<file path="src/design/bsfd_pkg.sv">
`timescale 1ns / 1ps

package bsfd_pkg;

    // Link framing
    localparam logic [7:0] HEADER_BYTE = 8'h48;

    // Special words and directions
    localparam logic signed [15:0] NO_BALL_WORD = 16'sd6000;
    localparam logic signed [15:0] NO_BALL_DIR  = 16'sd5000;

    // Lower bound of each distance class in the raw word
    localparam logic signed [15:0] CLASS1_BASE = 16'sd1000;
    localparam logic signed [15:0] CLASS2_BASE = 16'sd2000;
    localparam logic signed [15:0] CLASS3_BASE = 16'sd3000;
    localparam logic signed [15:0] CLASS4_BASE = 16'sd4000;
    localparam logic signed [15:0] CLASS5_BASE = 16'sd5000;

    // Distance class codes
    localparam logic [2:0] DIST_NONE = 3'd0;
    localparam logic [2:0] DIST_1    = 3'd1;
    localparam logic [2:0] DIST_2    = 3'd2;
    localparam logic [2:0] DIST_3    = 3'd3;
    localparam logic [2:0] DIST_4    = 3'd4;
    localparam logic [2:0] DIST_5    = 3'd5;

    // Direction folding into the signed half turn
    localparam logic signed [15:0] DIR_FOLD_LIMIT = 16'sd180;
    localparam logic signed [15:0] DIR_FULL_TURN  = 16'sd360;

    // Configuration register indexes
    localparam logic [2:0] CFG_DIR_FACTOR   = 3'd0;
    localparam logic [2:0] CFG_OFFSET_DIST1 = 3'd1;
    localparam logic [2:0] CFG_OFFSET_DIST2 = 3'd2;
    localparam logic [2:0] CFG_OFFSET_DIST3 = 3'd3;
    localparam logic [2:0] CFG_OFFSET_DIST4 = 3'd4;
    localparam logic [2:0] CFG_OFFSET_DIST5 = 3'd5;

    localparam logic signed [7:0] DIR_FACTOR_RESET = 8'sd1;

    // Position within a frame
    typedef enum logic [1:0] {
        PH_HEADER = 2'd0,
        PH_LOW    = 2'd1,
        PH_HIGH   = 2'd2
    } t_phase;

    // One byte after framing: whether it closed a frame, and the word
    typedef struct packed {
        logic        done;
        logic [15:0] word;
    } t_frame;

    // Work carried down the arithmetic pipe
    typedef struct packed {
        logic               done;
        logic [15:0]        word;
        logic [2:0]         dist_cls;
        logic signed [15:0] dir;
    } t_stage;

endpackage

</file>
<file path="src/design/bsfd_frame_rx.sv">
`timescale 1ns / 1ps

module bsfd_frame_rx (
    input  logic            i_clk,
    input  logic            i_rst_n,
    input  logic            i_rx_valid,
    input  logic [7:0]      i_rx_byte,
    output logic            o_rx_ready,
    input  logic            i_next_ready,
    output logic            o_frame_valid,
    output bsfd_pkg::t_frame o_frame
);
    import bsfd_pkg::*;

    t_phase      r_phase;
    t_phase      n_phase;
    logic [7:0]  r_low;
    logic [7:0]  n_low;
    logic        r_valid;
    t_frame      r_frame;
    t_frame      n_frame;
    logic        rx_accept;

    // Load whenever the holding stage is empty or draining
    assign o_rx_ready    = !r_valid || i_next_ready;
    assign rx_accept     = i_rx_valid && o_rx_ready;
    assign o_frame_valid = r_valid;
    assign o_frame       = r_frame;

    // Track the frame position and assemble the word
    always_comb begin
        n_phase       = r_phase;
        n_low         = r_low;
        n_frame.done  = 1'b0;
        n_frame.word  = {i_rx_byte, r_low};
        unique case (r_phase)
            PH_LOW: begin
                n_low   = i_rx_byte;
                n_phase = PH_HIGH;
            end
            PH_HIGH: begin
                n_frame.done = 1'b1;
                n_phase      = PH_HEADER;
            end
            default: begin
                n_phase = (i_rx_byte == HEADER_BYTE) ? PH_LOW : PH_HEADER;
            end
        endcase
    end

    always_ff @(posedge i_clk) begin
        if (!i_rst_n) begin
            r_phase <= PH_HEADER;
            r_low   <= '0;
            r_valid <= 1'b0;
        end else begin
            if (rx_accept) begin
                r_phase <= n_phase;
                r_low   <= n_low;
                r_valid <= 1'b1;
            end else if (i_next_ready) begin
                r_valid <= 1'b0;
            end
        end
    end

    // Payload of the holding stage
    always_ff @(posedge i_clk) begin
        if (rx_accept) begin
            r_frame <= n_frame;
        end
    end

endmodule

</file>
<file path="src/design/ball_sensor_frame_decoder.sv">
`timescale 1ns / 1ps

// Channel  | direction | handshake                 | payload
// ---------+-----------+---------------------------+--------------------------------------
// rx       | in        | i_rx_valid / o_rx_ready   | i_rx_byte
// res      | out       | o_res_valid / i_res_ready | o_frame_done, o_raw_word, o_distance,
//          |           |                           | o_direction, o_adjusted_direction
// cfg      | in        | i_cfg_wr_en               | i_cfg_index, i_cfg_data
//
// One byte is accepted per cycle unless a stalled result holds the pipe back.
// A byte passes the framing stage, then the decode, fold, multiply and widen stages.
// Reset is synchronous, active low; it returns to waiting for the header byte,
// clears the held word, distance and directions and restores the default factor.
// A stalled result holds the pipe stage by stage; input stays ready while any
// stage is free.

module ball_sensor_frame_decoder (
    input  logic               i_clk,
    input  logic               i_rst_n,
    input  logic               i_rx_valid,
    output logic               o_rx_ready,
    input  logic [7:0]         i_rx_byte,
    output logic               o_res_valid,
    input  logic               i_res_ready,
    output logic               o_frame_done,
    output logic signed [15:0] o_raw_word,
    output logic [2:0]         o_distance,
    output logic signed [15:0] o_direction,
    output logic signed [15:0] o_adjusted_direction,
    input  logic               i_cfg_wr_en,
    input  logic [2:0]         i_cfg_index,
    input  logic [7:0]         i_cfg_data
);
    import bsfd_pkg::*;

    // Configuration
    logic signed [7:0]  r_dir_factor;
    logic [7:0]         r_offset [5];

    // Framing stage
    logic               s1_valid;
    t_frame             s1;
    logic               s2_ready;

    // Arithmetic pipe
    logic               r_v2, r_v3, r_v4;
    t_stage             r_s2, r_s3, r_s4;
    t_stage             n_s2, n_s3, n_s4;
    logic               s3_ready, s4_ready, out_ready;

    // Decode feedback for words that keep the previous pair
    logic [2:0]         r_fb_dist;
    logic signed [15:0] r_fb_dir;

    // Committed held values
    logic [15:0]        r_word_hold;
    logic [2:0]         r_dist_hold;
    logic signed [15:0] r_dir_hold;
    logic signed [15:0] r_adj_hold;

    // Result register
    logic               r_out_valid;
    logic               r_out_done;
    logic [15:0]        r_out_word;
    logic [2:0]         r_out_dist;
    logic signed [15:0] r_out_dir;
    logic signed [15:0] r_out_adj;

    logic signed [15:0] w;
    logic signed [23:0] product;
    logic [7:0]         offset;
    logic signed [15:0] offset_ext;
    logic signed [15:0] n_adj;

    // Framing
    bsfd_frame_rx u_frame_rx (
        .i_clk         (i_clk),
        .i_rst_n       (i_rst_n),
        .i_rx_valid    (i_rx_valid),
        .i_rx_byte     (i_rx_byte),
        .o_rx_ready    (o_rx_ready),
        .i_next_ready  (s2_ready),
        .o_frame_valid (s1_valid),
        .o_frame       (s1)
    );

    // Stage advance: a stage may load when empty or when it moves on
    assign out_ready = !r_out_valid || i_res_ready;
    assign s4_ready  = !r_v4 || out_ready;
    assign s3_ready  = !r_v3 || s4_ready;
    assign s2_ready  = !r_v2 || s3_ready;

    // Configuration writes
    always_ff @(posedge i_clk) begin
        if (!i_rst_n) begin
            r_dir_factor <= DIR_FACTOR_RESET;
            for (int k = 0; k < 5; k++) begin
                r_offset[k] <= '0;
            end
        end else if (i_cfg_wr_en) begin
            unique case (i_cfg_index)
                CFG_DIR_FACTOR:   r_dir_factor <= signed'(i_cfg_data);
                CFG_OFFSET_DIST1: r_offset[0]  <= i_cfg_data;
                CFG_OFFSET_DIST2: r_offset[1]  <= i_cfg_data;
                CFG_OFFSET_DIST3: r_offset[2]  <= i_cfg_data;
                CFG_OFFSET_DIST4: r_offset[3]  <= i_cfg_data;
                CFG_OFFSET_DIST5: r_offset[4]  <= i_cfg_data;
                default: ;
            endcase
        end
    end

    // Decode the word into distance class and raw direction
    always_comb begin
        w         = signed'(s1.word);
        n_s2.done = s1.done;
        n_s2.word = s1.word;
        priority if (w == NO_BALL_WORD) begin
            n_s2.dist_cls = DIST_NONE;
            n_s2.dir      = NO_BALL_DIR;
        end else if (w >= CLASS5_BASE) begin
            n_s2.dist_cls = DIST_5;
            n_s2.dir      = w - CLASS5_BASE;
        end else if (w >= CLASS4_BASE) begin
            n_s2.dist_cls = DIST_4;
            n_s2.dir      = w - CLASS4_BASE;
        end else if (w >= CLASS3_BASE) begin
            n_s2.dist_cls = DIST_3;
            n_s2.dir      = w - CLASS3_BASE;
        end else if (w >= CLASS2_BASE) begin
            n_s2.dist_cls = DIST_2;
            n_s2.dir      = w - CLASS2_BASE;
        end else if (w >= CLASS1_BASE) begin
            n_s2.dist_cls = DIST_1;
            n_s2.dir      = w - CLASS1_BASE;
        end else begin
            n_s2.dist_cls = r_fb_dist;
            n_s2.dir      = r_fb_dir;
        end
    end

    // Fold directions past the half turn
    always_comb begin
        n_s3 = r_s2;
        if (r_s2.dir > DIR_FOLD_LIMIT && r_s2.dir != NO_BALL_DIR) begin
            n_s3.dir = r_s2.dir - DIR_FULL_TURN;
        end
    end

    // Scale by the direction factor, wrapping to 16 bits
    always_comb begin
        product  = 24'(r_s3.dir) * 24'(r_dir_factor);
        n_s4     = r_s3;
        n_s4.dir = product[15:0];
    end

    // Widen away from zero by the class offset; hold when no ball
    always_comb begin
        unique case (r_s4.dist_cls)
            DIST_1:  offset = r_offset[0];
            DIST_2:  offset = r_offset[1];
            DIST_3:  offset = r_offset[2];
            DIST_4:  offset = r_offset[3];
            DIST_5:  offset = r_offset[4];
            default: offset = '0;
        endcase
        offset_ext = signed'({8'b0, offset});
        priority if (r_s4.dir == NO_BALL_DIR) begin
            n_adj = r_adj_hold;
        end else if (r_s4.dir < 0) begin
            n_adj = r_s4.dir - offset_ext;
        end else if (r_s4.dir > 0) begin
            n_adj = r_s4.dir + offset_ext;
        end else begin
            n_adj = r_s4.dir;
        end
    end

    // Pipe valid bits and decode feedback
    always_ff @(posedge i_clk) begin
        if (!i_rst_n) begin
            r_v2        <= 1'b0;
            r_v3        <= 1'b0;
            r_v4        <= 1'b0;
            r_out_valid <= 1'b0;
            r_fb_dist   <= '0;
            r_fb_dir    <= '0;
        end else begin
            if (s2_ready) r_v2 <= s1_valid;
            if (s3_ready) r_v3 <= r_v2;
            if (s4_ready) r_v4 <= r_v3;
            if (out_ready) r_out_valid <= r_v4;
            if (s2_ready && s1_valid && s1.done) begin
                r_fb_dist <= n_s2.dist_cls;
            end
            if (s4_ready && r_v3 && r_s3.done) begin
                r_fb_dir <= n_s4.dir;
            end
        end
    end

    // Pipe payload
    always_ff @(posedge i_clk) begin
        if (s2_ready && s1_valid) r_s2 <= n_s2;
        if (s3_ready && r_v2)     r_s3 <= n_s3;
        if (s4_ready && r_v3)     r_s4 <= n_s4;
    end

    // Commit held values as frame results leave the pipe
    always_ff @(posedge i_clk) begin
        if (!i_rst_n) begin
            r_word_hold <= '0;
            r_dist_hold <= '0;
            r_dir_hold  <= '0;
            r_adj_hold  <= '0;
        end else if (out_ready && r_v4 && r_s4.done) begin
            r_word_hold <= r_s4.word;
            r_dist_hold <= r_s4.dist_cls;
            r_dir_hold  <= r_s4.dir;
            r_adj_hold  <= n_adj;
        end
    end

    // Result register: fresh values for a frame, held values otherwise
    always_ff @(posedge i_clk) begin
        if (out_ready && r_v4) begin
            r_out_done <= r_s4.done;
            if (r_s4.done) begin
                r_out_word <= r_s4.word;
                r_out_dist <= r_s4.dist_cls;
                r_out_dir  <= r_s4.dir;
                r_out_adj  <= n_adj;
            end else begin
                r_out_word <= r_word_hold;
                r_out_dist <= r_dist_hold;
                r_out_dir  <= r_dir_hold;
                r_out_adj  <= r_adj_hold;
            end
        end
    end

    assign o_res_valid          = r_out_valid;
    assign o_frame_done         = r_out_done;
    assign o_raw_word           = signed'(r_out_word);
    assign o_distance           = r_out_dist;
    assign o_direction          = r_out_dir;
    assign o_adjusted_direction = r_out_adj;

    // Frames are at least three bytes apart, so feedback is settled before use
    a_frame_spacing: assert property (@(posedge i_clk) disable iff (!i_rst_n)
        (r_v4 && r_s4.done) |-> !(r_v3 && r_s3.done) && !(r_v2 && r_s2.done))
        else $error("two frame completions closer than three bytes in the pipe");

    // Distance class stays within range
    a_dist_range: assert property (@(posedge i_clk) disable iff (!i_rst_n)
        o_res_valid |-> (o_distance <= DIST_5))
        else $error("distance class out of range");

    // The no-ball word always clears the distance
    a_no_ball: assert property (@(posedge i_clk) disable iff (!i_rst_n)
        (o_res_valid && o_frame_done && o_raw_word == NO_BALL_WORD)
            |-> (o_distance == DIST_NONE))
        else $error("no-ball word with non-zero distance");

    // A delivered frame result matches what is held afterwards
    a_hold_commit: assert property (@(posedge i_clk) disable iff (!i_rst_n)
        (o_res_valid && i_res_ready && o_frame_done)
            |=> (r_adj_hold == $past(o_adjusted_direction)) &&
                (r_dir_hold == $past(o_direction)))
        else $error("held directions differ from the last frame result");

endmodule
</file>
<file path="config.mk">
export PLATFORM = sky130hd
export DESIGN_NAME = ball_sensor_frame_decoder
export DESIGN_NICKNAME = d
export VERILOG_FILES = /design/src/design/bsfd_pkg.sv /design/src/design/bsfd_frame_rx.sv /design/src/design/ball_sensor_frame_decoder.sv
export SDC_FILE = /design/constraint.sdc
export NUM_CORES = 1
export LEC_CHECK = 0
export BUFFER_PORTS_ARGS = -buffer_cell sky130_fd_sc_hd__buf_2
export CORE_MARGIN = 4
export CORE_UTILIZATION = 55
export CTS_BUF_LIST = sky130_fd_sc_hd__clkbuf_4 sky130_fd_sc_hd__clkbuf_8 sky130_fd_sc_hd__clkbuf_16
export DETAILED_ROUTE_END_ITERATION = 10
export GPL_ROUTABILITY_DRIVEN = 0
export PLACE_DENSITY_LB_ADDON = 0.08
export SLEW_MARGIN = 20
export SYNTH_ARGS = -nofsm -noshare
export SYNTH_HDL_FRONTEND = slang
export SYNTH_SLANG_ARGS = --single-unit
</file>
<file path="constraint.sdc">
create_clock -name i_clk -period 4.1 [get_ports i_clk]
set_input_delay 0.205 -clock i_clk [delete_from_list [all_inputs] [get_ports i_clk]]
set_output_delay 0.205 -clock i_clk [all_outputs]
set_load 0.005 [all_outputs]
</file>
Word-level counts from Yosys, hierarchy flattened
Memory sizes are Yosys's and may differ from the RTL's.
Index checks and enable logic that the tools add are counted.
{"block": "totals", "regBits": 270, "ram_bits": 40, "out_inout_bits": 54, "elab_cells": 141, "mem_count": 1}
{"block": "op_classes", "n_addsub": 8, "n_mul": 1, "order_cmp": 8, "eq_ne": 16, "n_mux": 46, "n_bitwise": 5, "reduce_logical": 23}
{"memory": "r_offset", "depth": 5, "word_bits": 8, "rd": 5, "rd_ports_with_merged_regs": 0, "wr": 5, "line": "ball_sensor_frame_decoder.sv:38", "text": "logic [7:0] r_offset [5];"}
{"op": "$mux 19", "count": 6}
{"op": "$mux 16", "count": 7}
{"op": "$mux 8", "count": 5}
{"op": "$pmux 8 s5", "count": 1}
{"op": "$eq 16x14->1 const B", "count": 2}
{"op": "$ge 16x13->1 const B", "count": 2}
{"op": "$sub 16x13->16 const B", "count": 2}
{"op": "$mux 1", "count": 25}
{"op": "$add 16x9->16", "count": 1}
{"op": "$ge 16x11->1 const B", "count": 1}
{"op": "$ge 16x12->1 const B", "count": 1}
{"op": "$ge 16x14->1 const B", "count": 1}
{"op": "$gt 16x1->1 const B", "count": 1}
{"op": "$gt 16x9->1 const B", "count": 1}
{"op": "$lt 16x1->1 const B", "count": 1}
{"op": "$mul 16x8->16", "count": 1}
{"op": "$ne 16x14->1 const B", "count": 1}
{"op": "$sub 16x10->16 const B", "count": 1}
{"op": "$sub 16x11->16 const B", "count": 1}
{"op": "$sub 16x12->16 const B", "count": 1}
{"op": "$sub 16x14->16 const B", "count": 1}
{"op": "$sub 16x9->16", "count": 1}
{"op": "$eq 3x2->1 const B", "count": 4}
{"op": "$eq 3x3->1 const B", "count": 4}
{"op": "13 further kinds", "count": 35}

Longest topological paths before layout
{"block": "depth", "depth_word": 8, "mapped_depth": 18, "mapped_depth_nobuf": 17}

By module
From an unflattened synthesis, not the netlist that was laid out.
{"block": "hier_totals", "cells_unflattened": 1653, "area_unflattened_um2": 17371.7}
{"mod": "ball_sensor_frame_decoder", "instances": 1, "cells_per_inst": 1581, "area_per_inst_um2": 16349.4, "seq_area_each_um2": 7647.3}
{"mod": "bsfd_frame_rx", "instances": 1, "cells_per_inst": 72, "area_per_inst_um2": 1022.2, "seq_area_each_um2": 730.7}

Least setup slack after synthesis
Ideal clock, no wire load.
{"block": "synth_path", "path_kind": "reg2reg", "from": "register r_dir_factor[6]", "to": "register r_fb_dir[15]", "t_arrival_ns": 4.410, "t_required_ns": 3.985, "slack_ns": -0.425, "stages_incl_launch_ff": 17, "n_path_buf": 1, "synth_period_minus_slack_ns": 4.525, "path_cell_list": "dfxtp_1 > clkbuf_1 > and2_1 > fa_1 > fa_1 > fa_1 > inv_1 > fa_1 > inv_1 > ha_1 > o21ai_0 > a21oi_1 > and3_1 > a221oi_1 > a21oi_1 > xnor2_1 > o21ba_2"}
{"element": "start, declared", "line": "ball_sensor_frame_decoder.sv:37", "text": "logic signed [7:0] r_dir_factor;"}
{"element": "start signal, assigned", "line": "ball_sensor_frame_decoder.sv:102", "text": "CFG_DIR_FACTOR: r_dir_factor <= signed'(i_cfg_data);"}
{"element": "end signal, assigned", "line": "ball_sensor_frame_decoder.sv:197", "text": "r_fb_dir <= n_s4.dir;"}
{"element": "end, declared", "line": "ball_sensor_frame_decoder.sv:53", "text": "logic signed [15:0] r_fb_dir;"}

Worst setup path after layout
{"block": "layout_path", "from": "register r_s3[3] (netlist name)", "to": "register r_fb_dir[14]"}
{"block": "layout_via", "elab_chain_len": 1}
{"element": "start, declared", "line": "ball_sensor_frame_decoder.sv:47", "text": "t_stage r_s2, r_s3, r_s4;"}
{"element": "start signal, assigned", "line": "ball_sensor_frame_decoder.sv:205", "text": "if (s3_ready && r_v2) r_s3 <= n_s3;"}
{"element": "$mul 16x8->16", "line": "ball_sensor_frame_decoder.sv:152", "text": "product = 24'(r_s3.dir) * 24'(r_dir_factor);"}
No other way between the ends.
A chain may end at the register's enable or synchronous reset.

==> impl_metrics.toml <==
[yosys]
ys_top_cells_by_area = "edfxtp_1 38%, dfxtp_1 11%, fa_1 7.3%"
yosysUniqueCellTypes = 88
synth_area_mm2 = 0.0172
avgSynthCellArea_um2 = 10.7
synth_edf_count = 217
synth_ff_type = "edfxtp_1"
netlist.area_leader.share_pct = 38.0
ys_ff_latch = 310
synth.largest_area_cell = "edfxtp_1"
synth_cells = 1612
ys_seq_area_share_pct = 48.8
ys_async_sr_fraction_pct = 0
synth_nets = 1767
ys_warn_count = 0

[layout]
regArea_mm2 = 0.00839
finish.instance_area_mm2 = 0.0201
multi_input_area_mm2 = 0.00833
layout.nets = 1909
final_common_cell = "edfxtp_1"
syn_to_final_growth_pct = 17.0
diodes = 0
drive_gt1_share_pct = 21.6
nFillCells = 2380
final_cell_mix = "217 x edfxtp_1, 201 x nand2_1, 112 x inv_1, 104 x a21oi_1, 98 x nor2_1"

[clocking]
cts_buffer_depth = 3
cts_sinks = 310
root_buffer = "clkbuf_16"
htree_num_levels = 2
clk_pin_slew_ns = 0.06
tritoncts = "done"
clock_latency_ns = 0.51
cts_buffers = 34

[sta]
period_share_pct = 107
finalHoldViolCount = 0
relSlewSlack_pct = 43.3
setup-violations-final = 9
report.final.slew_viol_count = 0
worst_pin_slew_ns = 0.849
grt_setup_unrepaired = "true"
setup_slack_ns = -0.292
max_freq_mhz = 228
skew_ns = 0.0183
post-route-min-period_ns = 4.39

[die]
fp.dieW_um = 185
placementRows = 64
dieHeight_um = 185
dieArea_mm2 = 0.0341
start_util_pct = 56.0
io_pins = 78
core_mm2 = 0.0307

[detailed_routing]
wirelength_um = 40200
vias = 12400
postRouteAntennaNets = 0
dr.pass1.iters = 7
route.detailed.drc = 0
dr.first_iter.drc_count = 1118
wl_per_cell_um = 18.5
viasPerCell = 5.68

[min_path]
min_from = "i_res_ready"
whs_endpoint = "o_res_valid$_SDFFE_PN0P_"
hold_path_class = "in2reg"
min_path_cells = 4

[global_route]
met2_usage_pct = 39.2
grt_pass1_vias = 12100
use_met1_pct = 32.2
grt_first_pass_wirelength_um = 64600
top_usage_layer = "met2"
antenna_found_initial = 0
grt.overflow.total = 0
grt_max_degree = 53
grtUsageTotal_pct = 23.7
gr-usage-met3_pct = 3.41

[status]
status = "complete, but fails checks"
violations = "negative setup slack"

[pwr]
combPwrFrac_pct = 11.7
swShare_pct = 24.8
power.density_mw_per_mm2 = 364
peakVddDrop_mv = 0.259
switchingPower_mw = 1.81
total_power_mw = 7.31
p_int_mw = 5.50
clock_power_share_pct = 39.6
power_frac_seq_pct = 48.7
p_leak_nw = 7.81

[placement]
portBuffers = 77
dpl-instance-area_mm2 = 0.0183
dp_hpwl_um = 28300

[worst_setup_path]
regToRegSetupSlack_ns = -0.29
cp.required_ns = 4.56
cp-start-kind = "flip-flop"
end_kind = "flip-flop"
r2r_cells = 15
critPathMaxStageDelay_ns = 0.55
critPathSlowestCell = "fa_2"
r2r_end = "r_fb_dir[14]$_SDFFE_PN0P_"
crit_path_max_fanout = 4
cp_cell_sequence = "buf_4 > and2_4 > fa_2 > fa_2 > fa_1 > inv_2 > fa_1 > inv_2 > ha_4 > o21ai_4 > a21oi_2 > a311oi_2 > o21a_1 > or4_1 > nand3_1"
critPathKind = "reg2reg"
arrival_ns = 4.85
timing.rr.start = "r_s3[3]$_DFFE_PP_"

[run]
maxCapViolations = 0
==> worst max-delay path: cells and delay by family (launching register included) <==
family,cells,cell delay (ns)
compound gates,4,0.55
flops,1,0.47
simple gates,3,0.69
buf+inv,3,0.27
fa+ha+maj,5,2.33
==> synthesized netlist by cell type (11+ instances only) <==
master	count
edfxtp_1	217
nand2_1	209
inv_1	125
a21oi_1	112
nor2_1	102
dfxtp_1	93
and2_1	74
ha_1	68
fa_1	63
clkbuf_1	60
xnor2_1	43
mux2_2	37
o21ai_0	37
mux2i_1	34
nand3_1	30
xor2_1	28
nor3_1	24
a211oi_1	22
nand2b_1	17
buf_2	15
o21ai_1	14
and3_1	13
nor2b_1	12
or3_1	11
==> how the worst max path moves through the flow <==
| stage | startpoint | to | slack (ns) |
|---|---|---|---|
| after detailed placement | r_s3[1]$_DFFE_PP_ | r_fb_dir[14]$_SDFFE_PN0P_ | -0.29 |
| after global placement | r_s3[1]$_DFFE_PP_ | r_fb_dir[14]$_SDFFE_PN0P_ | -0.20 |
| after global routing | r_s3[3]$_DFFE_PP_ | r_fb_dir[14]$_SDFFE_PN0P_ | -0.45 |
| after floorplan | r_dir_factor[5]$_SDFFE_PN0P_ | r_fb_dir[15]$_SDFFE_PN0P_ | 0.002 |
| final | r_s3[3]$_DFFE_PP_ | r_fb_dir[14]$_SDFFE_PN0P_ | -0.29 |
| after CTS | r_s3[5]$_DFFE_PP_ | r_fb_dir[15]$_SDFFE_PN0P_ | -0.20 |
==> cell type report <==
cell class | count | area share [%]
tap | 396 | 2.47
inverter | 127 | 2.37
sequential | 310 | 41.8
clock inverter | 18 | 0.623
timing repair buffer | 190 | 6.60
multi-input combinational | 1091 | 41.5
clock buffer | 44 | 4.73
==> repair_timing <==
item | CTS | global route
hold buffers | 17 | 0
gates resized for setup | 36 | 48
setup endpoints to repair | 12 | 16
pin swaps | 44 | 43
setup buffers | 16 | 18
endpoints found under the hold margin | 24 | 0
==> registers in the layout, summed over array words and instances (netlist names), 17 cells and up <==
register / cells
n_s3: 20
n_s4: 20
r_offset: 40
r_s4: 36
u_frame_rx.o_frame: 17
==> cell families (layout without fill, tap and decap cells) <==
family,count (synthesis),count (layout),share of synthesized area [%]
flip-flops,310,310,48.8
AND/OR/NAND/NOR,529,529,14.8
XOR/XNOR,71,71,3.62
buffers and inverters,211,379,4.92
adder cells (fa/ha/maj),131,131,12.3
multiplexers,71,71,4.41
AO/OA/AOI/OAI,289,289,11.1
==> metal layers <==
layer | part of all wire (%) | routed length, um | up-vias
met3 | 5.9 | 2370 | 104
met4 | 3.6 | 1450 | 0
met5 | 0 | 0 | -
li1 | - | - | 5897
met1 | 42 | 16800 | 5946
met2 | 49 | 19500 | 423
==> power by group through the flow <==
stage	clock network, mW	registers (mW)	logic (mW)
finish	2.90	3.56	0.853
global placement	0	3.62	0.757
detailed placement	0	3.63	0.766
CTS	2.96	3.56	0.812
global route	3.09	3.57	0.941
floorplan	0	3.57	0.570
==> metrics by stage <==
step	TNS (ns)	hold slack [ns]	util (%)	std cells	worst slack (ns)
after floorplan	0	0.304	-	1612	0.00227
after detailed placement	-1.63	0.405	59.6	2063	-0.285
after global placement	-1.05	0.401	59.6	2063	-0.203
after global routing	-4.01	0.125	65.5	2176	-0.452
final	-1.82	0.0968	65.5	2176	-0.292
after CTS	-1.03	0.0747	64.5	2158	-0.202
Power figures use the tool's default switching activity.
